==> src/sv/kli_pkg.sv <==
package kli_pkg;

	// Fixed field widths
	localparam int TIME_W  = 32;
	localparam int VALUE_W = 32;
	localparam int INDEX_W = 6;
	localparam int COUNT_W = 7;
	localparam int KIND_W  = 2;

	// Request operation codes
	localparam logic OP_WRITE = 1'b0;
	localparam logic OP_QUERY = 1'b1;

	// Result source codes
	localparam logic [KIND_W-1:0] KIND_FIRST  = 2'd0;
	localparam logic [KIND_W-1:0] KIND_INTERP = 2'd1;
	localparam logic [KIND_W-1:0] KIND_LAST   = 2'd2;

	// Value component select
	localparam logic [1:0] COMP_X = 2'd0;
	localparam logic [1:0] COMP_Y = 2'd1;
	localparam logic [1:0] COMP_Z = 2'd2;

	typedef struct packed {
		logic [TIME_W-1:0]  t;
		logic [VALUE_W-1:0] x;
		logic [VALUE_W-1:0] y;
		logic [VALUE_W-1:0] z;
	} key_entry_t;

	typedef enum logic [2:0] {
		ST_IDLE,
		ST_FIRST,
		ST_SCAN,
		ST_DIV,
		ST_SUB,
		ST_MUL,
		ST_ADD,
		ST_LOAD
	} ctl_state_t;

	typedef struct packed {
		logic              mem_write;
		logic              cap_query;
		logic              take_key;
		logic [KIND_W-1:0] key_kind;
		logic              shift_prev;
		logic              div_start;
		logic              div_step;
		logic              div_first;
		logic              sub;
		logic              mul;
		logic              add;
		logic [1:0]        comp;
		logic              out_load;
	} dp_cmd_t;

	typedef struct packed {
		logic q_le_rd;
		logic bracket;
	} dp_stat_t;

endpackage

==> src/sv/kli_ctrl.sv <==
module kli_ctrl import kli_pkg::*; #(
	parameter int KEY_SLOTS     = 64,
	parameter int FRACTION_BITS = 16,
	localparam int AW  = $clog2(KEY_SLOTS),
	localparam int DCW = $clog2(FRACTION_BITS + 1)
) (
	input  logic               clk,
	input  logic               arst_n,
	input  logic               in_valid,
	output logic               in_stall,
	input  logic               operation,
	output logic               out_valid,
	input  logic               out_stall,
	input  logic               cfg_write,
	input  logic [COUNT_W-1:0] cfg_data,
	output dp_cmd_t            cmd,
	input  dp_stat_t           stat,
	output logic [AW-1:0]      rd_addr
);

	ctl_state_t       state_q, state_d;
	logic [AW-1:0]    idx_q, idx_d;
	logic [AW-1:0]    last_q, last_d;
	logic [DCW-1:0]   cnt_q, cnt_d;
	logic [1:0]       comp_q, comp_d;
	logic             out_valid_q;
	logic             in_accept;
	logic             out_free;
	logic [31:0]      cfg_wide;

	assign in_stall  = state_q != ST_IDLE;
	assign in_accept = in_valid && !in_stall;
	assign out_valid = out_valid_q;
	assign out_free  = !out_valid_q || !out_stall;
	assign rd_addr   = (state_q == ST_IDLE) ? '0 : AW'(idx_q + 1'b1);

	// Clamp the key count to 1 .. KEY_SLOTS and keep the last index in use
	assign cfg_wide = 32'(cfg_data);

	always_comb begin
		if (cfg_wide == 32'd0) begin
			last_d = '0;
		end else if (cfg_wide > 32'(KEY_SLOTS)) begin
			last_d = AW'(KEY_SLOTS - 1);
		end else begin
			last_d = AW'(cfg_wide - 32'd1);
		end
	end

	always_ff @(posedge clk or negedge arst_n) begin
		if (!arst_n) begin
			state_q     <= ST_IDLE;
			idx_q       <= '0;
			cnt_q       <= '0;
			comp_q      <= COMP_X;
			last_q      <= '0;
			out_valid_q <= 1'b0;
		end else begin
			state_q <= state_d;
			idx_q   <= idx_d;
			cnt_q   <= cnt_d;
			comp_q  <= comp_d;
			if (cfg_write) begin
				last_q <= last_d;
			end
			if (cmd.out_load) begin
				out_valid_q <= 1'b1;
			end else if (out_valid_q && !out_stall) begin
				out_valid_q <= 1'b0;
			end
		end
	end

	// Sequence one request: store a write; for a query scan pairs, divide, blend, deliver
	always_comb begin
		state_d = state_q;
		idx_d   = idx_q;
		cnt_d   = cnt_q;
		comp_d  = comp_q;
		cmd     = '0;
		cmd.comp = comp_q;
		unique case (state_q)
			ST_IDLE: begin
				if (in_accept) begin
					if (operation == OP_WRITE) begin
						cmd.mem_write = 1'b1;
					end else begin
						cmd.cap_query = 1'b1;
						idx_d         = '0;
						state_d       = ST_FIRST;
					end
				end
			end
			ST_FIRST: begin
				if (last_q == '0 || stat.q_le_rd) begin
					cmd.take_key = 1'b1;
					cmd.key_kind = KIND_FIRST;
					state_d      = ST_LOAD;
				end else begin
					cmd.shift_prev = 1'b1;
					idx_d          = idx_q + 1'b1;
					state_d        = ST_SCAN;
				end
			end
			ST_SCAN: begin
				if (stat.bracket) begin
					cmd.div_start = 1'b1;
					cnt_d         = '0;
					state_d       = ST_DIV;
				end else if (idx_q == last_q) begin
					cmd.take_key = 1'b1;
					cmd.key_kind = KIND_LAST;
					state_d      = ST_LOAD;
				end else begin
					cmd.shift_prev = 1'b1;
					idx_d          = idx_q + 1'b1;
				end
			end
			ST_DIV: begin
				cmd.div_step  = 1'b1;
				cmd.div_first = cnt_q == '0;
				if (cnt_q == DCW'(FRACTION_BITS)) begin
					comp_d  = COMP_X;
					state_d = ST_SUB;
				end else begin
					cnt_d = cnt_q + 1'b1;
				end
			end
			ST_SUB: begin
				cmd.sub = 1'b1;
				state_d = ST_MUL;
			end
			ST_MUL: begin
				cmd.mul = 1'b1;
				state_d = ST_ADD;
			end
			ST_ADD: begin
				cmd.add = 1'b1;
				if (comp_q == COMP_Z) begin
					state_d = ST_LOAD;
				end else begin
					comp_d  = comp_q + 1'b1;
					state_d = ST_SUB;
				end
			end
			ST_LOAD: begin
				if (out_free) begin
					cmd.out_load = 1'b1;
					state_d      = ST_IDLE;
				end
			end
		endcase
	end

endmodule

==> config.mk <==
export PLATFORM = sky130hd
export DESIGN_NAME = kli_ctrl
export DESIGN_NICKNAME = d
export VERILOG_FILES = /design/src/sv/kli_pkg.sv /design/src/sv/kli_ctrl.sv
export SDC_FILE = /design/constraint.sdc
export NUM_CORES = 1
export LEC_CHECK = 0
export ABC_AREA = 1
export BUFFER_PORTS_ARGS = -buffer_cell sky130_fd_sc_hd__buf_2
export CAP_MARGIN = 20
export CORE_MARGIN = 2
export CORE_UTILIZATION = 44
export DETAILED_ROUTE_END_ITERATION = 16
export GPL_ROUTABILITY_DRIVEN = 0
export GPL_TIMING_DRIVEN = 0
export PLACE_DENSITY = 0.64
export SKIP_LAST_GASP = 1
export SLEW_MARGIN = 40
export SYNTH_ARGS = -nofsm -noshare
export SYNTH_HDL_FRONTEND = slang
export SYNTH_SLANG_ARGS = --single-unit
==> constraint.sdc <==
create_clock -name clk -period 2 [get_ports clk]
set_clock_uncertainty 0.05 [all_clocks]
set_input_delay 0.1 -clock clk [delete_from_list [all_inputs] [get_ports clk]]
set_output_delay 0.1 -clock clk [all_outputs]
set_load 0.01 [all_outputs]
==> flow_metrics.tcl, run 1 <==
set metrics [dict create \
    path_cells "nand2_2, inv_1, nor2_2, nand3_4, a21oi_4, nand2_4, nor2_2, buf_2" \
    area_growth_pct 19.0 \
    ctsHtreeMaxLevel 1 \
    viasPerCell 4.76 \
    ys_types 30 \
    drtPass1Iterations 4 \
    power_density_nw_per_um2 1140 \
    totalWireLength_mm 3.56 \
    path_class "flop to primary output" \
    diodes 0 \
    grtUsageMet1_pct 25.2 \
    antenna_found_initial 0 \
    drv_cap 0 \
    start_util_pct 45.9 \
    cp_max_fo 7 \
    tightest_slew_ps 555 \
    power.total_mw 2.29 \
    crit_top_cell "nor2_2" \
    clockRootBuffer "clkbuf_8" \
    p_seq_share_pct 30.5 \
    grt_pass1_wl_mm 6.37 \
    route.vias.total 1599 \
    clkPwrFrac_pct 12.8 \
    cp-end-kind "primary output" \
    ir_drop_mv 0.652 \
    timing.final.ws_setup_ps 140 \
    timing.fmax_ghz 0.538 \
    io-pin-count 38 \
    crit_path_max_incr_delay_ps 450 \
    fp.dieH_um 66.1 \
    grt-busiest-layer "met2" \
    syn_inst 244 \
    insertion_delay_ps 270 \
    hpwl_mm 2.77 \
    grt_pass1_vias 1470 \
    ys_seq_area_share_pct 34.0 \
    status "finished, final reports clean" \
    grt_start_max_net_pins 24 \
    max-slew-margin-rel_pct 63.0 \
    wl_per_cell_um 10.6 \
    io_buffers 36 \
    post-route-util_pct 54.6 \
    grt_use_met2_pct 31.4 \
    p_int_mw 1.21 \
    period_share_pct 93.0 \
    worstHoldPathType "input pin to flop" \
    period_needed_ps 1860 \
    cts_sinks 23 \
    drc 0 \
    rows 22 \
    cts_resized 0 \
    avgSynthCellArea_um2 6.94 \
    die_area_um2 4360 \
    maxSlewViolCount 0 \
    p_switching_mw 1.08 \
    ys_ff_latch 23 \
    crit_path_start_kind "flop" \
    die_w_um 66.1 \
    slowest_stage "dfrtp_1" \
    path_clk_slew_ps 90 \
    dp_slack_ps 392 \
    grt_use_total_pct 18.5 \
    antenna_left 0 \
    cts_tree "built" \
    yosysWarnings 0 \
    layout-drive-gt1-share_pct 24.3 \
    crit_arrival_ps 1710 \
    switching_share_pct 47.1 \
    grtUsageMet3_pct 4.09 \
    setup_viol 0 \
    leakage_nw 1.14 \
    grt-ovfl-total 0 \
    worstPathRequired_ps 1850 \
    cp_top_family "simple AND/OR/NAND/NOR gates" \
    syn_area_um2 1690 \
    fin_nets 310 \
    final-hold-violation-count 0 \
    cts_buffer_depth 2 \
    coreArea_um2 3690 \
    crit_buf_inv 2 \
    p_comb_share_pct 56.7 \
    syn_nets 265 \
    cts_buffers 3 \
    first_iter_violations 77 \
]
[power groups by stage]
stage	clock (mW)	sequential [mW]	combinational (mW)
2_1_floorplan	0	0.697	0.932
3_3_place_gp	0	0.707	1.24
3_5_place_dp	0	0.707	1.25
4_1_cts	0.316	0.698	1.26
5_1_grt	0.331	0.720	1.48
6_report	0.294	0.697	1.30
[final timing paths]
check / to / cells past startpoint / slack (ps) / start
max: cmd[9] / 8 / 140 / state_q[1]$_DFFE_PN0P_
min: last_q[0]$_DFFE_PN0P_ / 2 / 40 / cfg_write
max reg2reg: cnt_q[4]$_DFFE_PN0P_ / 6 / 400 / cnt_q[0]$_DFFE_PN0P_
min reg2reg: out_valid$_DFFE_PN0P_ / 2 / 450 / out_valid$_DFFE_PN0P_
max in group asynchronous: idx_q[1]$_DFFE_PN0P_ / 2 / 1230 / arst_n
min in group asynchronous: cnt_q[3]$_DFFE_PN0P_ / 2 / 290 / arst_n
[routing by layer]
layer  share of wire [%]  up-vias
met5                   0        -
met4                0.34        0
met3                 3.6        2
met2                  47       25
met1                  49      718
li1                    -      854
[sequential cells by signal, indices dropped and copies added (netlist names)]
register / cells
cnt_q: 5
idx_q: 6
out_valid: 1
state_q: 3
last_q: 6
comp_q: 2
[cells in the mapped netlist]
library cell | count | area, um^2
a21oi_1 | 6 | 30.0
a21oi_4 | 1 | 16.3
and2_1 | 1 | 6.26
buf_4 | 3 | 22.5
conb_1 | 1 | 3.75
dfrtp_1 | 23 | 576
ha_1 | 6 | 75.1
inv_1 | 32 | 120
inv_2 | 4 | 15.0
mux2_1 | 1 | 11.3
nand2_1 | 63 | 236
nand2_2 | 5 | 31.3
nand2_4 | 3 | 33.8
nand3_1 | 22 | 110
nand3_4 | 1 | 17.5
nand4_1 | 5 | 31.3
nand4_2 | 1 | 12.5
nor2_1 | 30 | 113
nor2_2 | 6 | 37.5
nor2_4 | 2 | 22.5
nor3_1 | 2 | 10.0
nor4_1 | 1 | 6.26
o21a_1 | 1 | 7.51
o21ai_0 | 13 | 65.1
o21ai_1 | 1 | 5.00
o22ai_1 | 1 | 6.26
o31ai_1 | 1 | 7.51
or2_2 | 2 | 12.5
xnor2_1 | 1 | 8.76
xor2_1 | 5 | 43.8
[layout make-up]
cell class                 count  area (um^2)
buffer                         3         22.5
clock buffer                   3         41.3
tap                           48         60.1
sequential                    23          576
inverter                      36          135
timing repair buffer          40          215
multi-input combinational    182          961
fill                         384         1670
clock inverter                 1         5.00
[layout by cell type (no fill, tap or decap), types with 2 or more instances in the layout]
master / count
a21oi_1: 6
buf_2: 36
buf_4: 5
clkbuf_8: 3
dfrtp_1: 23
dlygate4sd3_1: 2
ha_1: 6
inv_1: 32
inv_2: 4
nand2_1: 63
nand2_2: 5
nand2_4: 3
nand3_1: 22
nand4_1: 5
nor2_1: 30
nor2_2: 6
nor2_4: 2
nor3_1: 2
o21ai_0: 13
or2_2: 2
xor2_1: 5
[cell families after synthesis]
| kind of cell | after synthesis | synth area share (%) |
|---|---|---|
| multiplexers | 1 | 0.665 |
| AO/OA/AOI/OAI | 24 | 8.12 |
| buffers and inverters | 39 | 9.31 |
| XOR/XNOR | 6 | 3.10 |
| other | 1 | 0.221 |
| flip-flops | 23 | 34.0 |
| adder cells (fa/ha/maj) | 6 | 4.43 |
| AND/OR/NAND/NOR | 144 | 40.2 |
[stage by stage]
step,TNS (ps),std cells,hold slack [ps],instance area [um^2]
floorplan,0,244,-246,1690
global placement,0,328,71.3,1930
detailed placement,0,328,77.6,1930
CTS,0,334,27.7,2000
global route,-0.754,336,42.0,2020
finish,0,336,35.2,2020
[repair_timing]
action,in CTS,in global routing
hold buffers,2,0
buffers inserted,0,2
setup endpoints to repair,0,1
hold endpoints to repair,24,0
No activity file was read; power rests on OpenSTA's default activity.
==> run 2, diff against run 1 <==
- ABC_AREA: 1 -> not set
- PLACE_DENSITY: 0.64 -> 0.65
==> flow_metrics.tcl, run 2 <==
set metrics [dict create \
    syn_inst 168 \
    route.vias.total 1338 \
    rows 21 \
    cp-end-kind "primary output" \
    n_fill_cell 340 \
    tightest_slew_ps 519 \
    cts_sinks 23 \
    crit_arrival_ps 1850 \
    hpwl_mm 2.44 \
    first_iter_violations 70 \
    leakage_nw 0.919 \
    timing.fmax_ghz 0.500 \
    seq_area_um2 578 \
    fp.dieH_um 63.6 \
    yosysWarnings 0 \
    grt_pass1_vias 1278 \
    drc 0 \
    synth_flop_cell "dfrtp_1" \
    clkPwrFrac_pct 9.0 \
    viasPerCell 5.11 \
    synth_top_area_cell "dfrtp_1" \
    io-pin-count 38 \
    grt-ovfl-total 0 \
    io_buffers 35 \
    period_share_pct 100 \
    largestRegisters "idx_q x6, last_q x6, cnt_q x5" \
    p_comb_share_pct 58.1 \
    antenna_found_initial 0 \
    syn_area_um2 1560 \
    clockRootBuffer "clkbuf_4" \
    area_growth_pct 25.0 \
    dp_cells 249 \
    timing.final.ws_setup_ps 0.475 \
    synth.top_cell.area_share_pct 36.8 \
    grt_start_max_net_pins 24 \
    insertion_delay_ps 320 \
    ys_types 44 \
    die_w_um 63.6 \
    yosys-top-cells-count "dfrtp_1 (23), nor2_1 (21), xor2_1 (14), inv_1 (11), nand2_1 (11)" \
    coreArea_um2 3360 \
    ctsHtreeMaxLevel 1 \
    ys_ff_latch 23 \
    antenna_left 0 \
    switching_share_pct 43.9 \
    setup_viol 0 \
    p_switching_mw 1.09 \
    p_seq_share_pct 32.9 \
    start_util_pct 46.5 \
    dp_slack_ps 35.9 \
    path_class "flop to primary output" \
    layout-drive-gt1-share_pct 34.3 \
    synth_edf_count 0 \
    avgSynthCellArea_um2 9.31 \
    power_density_nw_per_um2 1260 \
    layout_common_cells "buf_2 (35), dfrtp_1 (21), nor2_1 (20)" \
    ys_seq_area_share_pct 36.8 \
    grt_pass1_wl_mm 5.55 \
    synth_area_leaders "dfrtp_1 (37%), xor2_1 (7.8%), mux2_2 (5.0%)" \
    worstHoldPathType "input pin to flop" \
    grt_use_total_pct 17.3 \
    diodes 0 \
    die_area_um2 4050 \
    wl_per_cell_um 12.3 \
    totalWireLength_mm 3.22 \
    cts_buffer_depth 2 \
    final-hold-violation-count 0 \
    status "finished, final reports clean" \
    syn_nets 189 \
    grt_setup_unrepaired "true" \
    post-route-util_pct 58.1 \
    cp_max_fo 9 \
    cts_tree "built" \
    synthArstFlopShare_pct 100 \
    stdcell_count 262 \
    fin_nets 238 \
    max-slew-margin-rel_pct 65.4 \
    yosysMostFrequentCell "dfrtp_1" \
    cts_buffers 3 \
    multi_input_area_um2 965 \
    maxSlewViolCount 0 \
    crit_path_start_kind "flop" \
    p_int_mw 1.39 \
    worstPathRequired_ps 1850 \
    mostFrequentLayoutCell "buf_2" \
    path_clk_slew_ps 140 \
    drtPass1Iterations 4 \
    ir_drop_mv 0.570 \
    period_needed_ps 2000 \
    drv_cap 0 \
]
run 2: changes by cell type in the layout (fill, tap and decap cells not counted), moves of 8 or more:
cell / previous run / this run
nor2_1: 30 / 20
o21ai_0: 13 / 5
inv_1: 32 / 11
nand3_1: 22 / 8
nand2_1: 63 / 11
xor2_1: 5 / 14
run 2: cell families after synthesis:
group | share of synthesized area, %
fa+ha+maj | 7.36
simple gates | 21.9
buf+inv | 5.04
xor+xnor | 9.52
compound gates | 13.4
flops | 36.8
mux | 5.68
other cells | 0.240
run 2: repair_timing:
item / 4_1_cts / 5_1_grt
setup buffers: 0 / 7
pin swaps: 1 / 6
gates resized for setup: 4 / 11
hold endpoints to repair: 24 / 0
hold buffers: 2 / 0
setup endpoints to repair: 4 / 12
cloned: 0 / 0
run 2: cell type report:
cell class / count / area share, %
buffer: 6 / 1.79
clock buffer: 3 / 1.15
clock inverter: 1 / 0.256
inverter: 12 / 2.30
multi-input combinational: 127 / 49.3
sequential: 23 / 29.6
tap: 46 / 2.94
timing repair buffer: 44 / 12.7
run 2: power groups by stage:
stage               clock [mW]  combinational (mW)  sequential, mW
detailed placement           0                1.29           0.806
global route             0.264                1.60           0.842
CTS                      0.229                1.32           0.800
finish                   0.222                1.44           0.812
floorplan                    0               0.942           0.784
global placement             0                1.26           0.800
run 2: worst paths after layout:
check,from,end,slack [ps],cells after the start
hold reg to reg,comp_q[0]$_DFFE_PN0P_,comp_q[0]$_DFFE_PN0P_,490,1
min in group asynchronous,arst_n,state_q[2]$_DFFE_PN0P_,210,2
setup reg to reg,idx_q[0]$_DFFE_PN0P_,state_q[2]$_DFFE_PN0P_,60,7
setup / recovery,state_q[2]$_DFFE_PN0P_,cmd[9],0.5,7
max in group asynchronous,arst_n,idx_q[0]$_DFFE_PN0P_,1300,2
hold / removal,stat[0],state_q[2]$_DFFE_PN0P_,70,4
run 2: worst max-delay path, cell delays in order (launching register included):
cell and delay [ps]:
dfrtp_1 400, buf_6 140, nand2b_1 170, or3_4 370, a21oi_4 180, nor2_4 60
inv_2 70, buf_2 130
run 2: per-layer routing:
| layer | vias up | wire (um) | global-route usage [%] |
|---|---|---|---|
| met2 | 27 | 1600 | 29.5 |
| met5 | - | 0 | 0 |
| met3 | 4 | 112 | 2.32 |
| met1 | 632 | 1460 | 21.8 |
| li1 | 675 | - | - |
| met4 | 0 | 53 | 7.34 |
run 2: through the flow:
step | instance area [um^2] | setup TNS [ps] | power, mW | hold slack [ps]
6_report | 1960 | 0 | 2.47 | 67.9
4_1_cts | 1860 | -107 | 2.35 | 62.3
5_1_grt | 1960 | -208 | 2.71 | 44.1
2_1_floorplan | 1560 | 0 | 1.73 | -246
3_5_place_dp | 1800 | 0 | 2.09 | 59.6
3_3_place_gp | 1800 | 0 | 2.06 | 55.3
==> run 3, diff against run 2 <==
- PLACE_DENSITY: 0.65 -> 0.68
==> flow_metrics.tcl, run 3 (synthesized netlist as in run 2, its figures left out) <==
set metrics [dict create \
    period_share_pct 98.7 \
    leakage_nw 0.907 \
    n_fill_cell 331 \
    dp_slack_ps 23.1 \
    insertion_delay_ps 310 \
    cts_buffer_depth 2 \
    p_switching_mw 1.06 \
    hpwl_mm 2.49 \
    multi_input_area_um2 953 \
    io_buffers 35 \
    timing.final.ws_setup_ps 25.6 \
    ir_drop_mv 0.554 \
    mostFrequentLayoutCell "buf_2" \
    route.vias.total 1307 \
    die_area_um2 4050 \
    clockRootBuffer "clkbuf_4" \
    final-hold-violation-count 0 \
    antenna_found_initial 0 \
    r2r-start "state_q[2]$_DFFE_PN0P_" \
    cp_top_family "simple AND/OR/NAND/NOR gates" \
    cts_tree "built" \
    switching_share_pct 44.3 \
    start_util_pct 46.5 \
    grt_pass1_vias 1244 \
    timing.fmax_ghz 0.506 \
    period_needed_ps 1970 \
    power_density_nw_per_um2 1250 \
    max-slew-margin-rel_pct 65.0 \
    diodes 0 \
    crit_path_start_kind "flop" \
    cp.depth 6 \
    path_cells "nor4_1, a21oi_1, and3_1, nor2_4, inv_2, buf_2" \
    grt_start_max_net_pins 24 \
    path_class "flop to primary output" \
    seq_area_um2 576 \
    ctsHtreeMaxLevel 1 \
    p_seq_share_pct 33.6 \
    layout_common_cells "buf_2 (35), dfrtp_1 (23), nor2_1 (20)" \
    setup_viol 0 \
    grt_pass1_wl_mm 5.38 \
    cp_max_fo 4 \
    fp.dieH_um 63.6 \
    worstHoldPathType "input pin to flop" \
    io-pin-count 38 \
    wl_per_cell_um 12.3 \
    status "finished, final reports clean" \
    cts_buffers 3 \
    viasPerCell 5.05 \
    drtPass1Iterations 4 \
    crit_path_start "last_q[0]$_DFFE_PN0P_" \
    cts_sinks 23 \
    tightest_slew_ps 525 \
    hold_start "stat[0]" \
    slowest_stage "dfrtp_1" \
    p_comb_share_pct 57.3 \
    crit_buf_inv 2 \
    r2r_cells 8 \
    area_growth_pct 22.8 \
    die_w_um 63.6 \
    largestRegisters "idx_q x6, last_q x6, cnt_q x5" \
    crit_path_max_incr_delay_ps 420 \
    clkPwrFrac_pct 9.2 \
    grt_setup_unrepaired "true" \
    rows 21 \
    antenna_left 0 \
    drc 0 \
    crit_arrival_ps 1820 \
    layout-drive-gt1-share_pct 30.5 \
    totalWireLength_mm 3.19 \
    grt-ovfl-total 0 \
    fin_nets 235 \
    grt_use_total_pct 16.5 \
    coreArea_um2 3360 \
    finalSetupTns_ps 0 \
    first_iter_violations 50 \
    maxSlewViolCount 0 \
    worstPathRequired_ps 1850 \
    path_clk_slew_ps 130 \
    holdPathStages 4 \
    cp-end-kind "primary output" \
    drv_cap 0 \
    p_int_mw 1.34 \
]
run 3: cell count changes in the layout (fill, tap and decap cells not counted), sizes merged:
cell / previous run / this run
buf: 45 / 42
clkbuf: 6 / 7
clkinv: 1 / 0
run 3: through the flow:
| stage | hold WS [ps] | area [um^2] | power [mW] | cells | util (%) |
|---|---|---|---|---|---|
| after floorplan | -246 | 1560 | 1.73 | 168 | - |
| after global placement | 48.0 | 1800 | 2.05 | 249 | 53.4 |
| after detailed placement | 59.5 | 1800 | 2.09 | 249 | 53.4 |
| after CTS | 70.8 | 1880 | 2.36 | 257 | 55.8 |
| after global routing | 70.7 | 1920 | 2.63 | 259 | 57.1 |
| final | 76.8 | 1920 | 2.40 | 259 | 57.1 |
run 3: routing by layer:
layer  wire [um]  global-route usage, %  share of wire (%)
met1        1490                   21.8                 47
met2        1590                   27.9                 50
met3          88                   2.32                2.8
met4          23                   4.89               0.72
met5           0                      0                  0
run 3: worst paths after layout:
| path | endpoint | slack, ps |
|---|---|---|
| worst min register to register | comp_q[0]$_DFFE_PN0P_ | 490 |
| max in group asynchronous | last_q[1]$_DFFE_PN0P_ | 1310 |
| worst max-delay path | cmd[9] | 30 |
| worst max register to register | idx_q[0]$_DFFE_PN0P_ | 50 |
| min in group asynchronous | out_valid$_DFFE_PN0P_ | 240 |
| worst min-delay path | state_q[2]$_DFFE_PN0P_ | 80 |
run 3: area by class of cell:
type | instances | share of cell area [%]
timing repair buffer | 41 | 11.9
inverter | 12 | 2.35
clock buffer | 4 | 1.37
buffer | 6 | 1.76
multi-input combinational | 127 | 49.6
tap | 46 | 3.00
sequential | 23 | 30.0
run 3: what timing repair did:
item	in CTS	in global routing
hold endpoints to repair	24	0
gates cloned	0	0
setup buffers	2	2
hold buffers	2	0
pin swaps	1	2
resized for setup	4	5
endpoints found under the setup margin	3	10
run 3: tightest hold or removal path: cells and delay by family:
kind	cells	cell delay [ps]
buffers and inverters	1	100
AOI/OAI and AO/OA	3	210
run 3: power by group through the flow:
stage / Clock [mW] / Sequential [mW] / Combinational [mW]
after floorplan: 0 / 0.784 / 0.942
after global placement: 0 / 0.800 / 1.25
after detailed placement: 0 / 0.810 / 1.28
after CTS: 0.232 / 0.802 / 1.32
after global routing: 0.249 / 0.831 / 1.55
final: 0.220 / 0.807 / 1.37
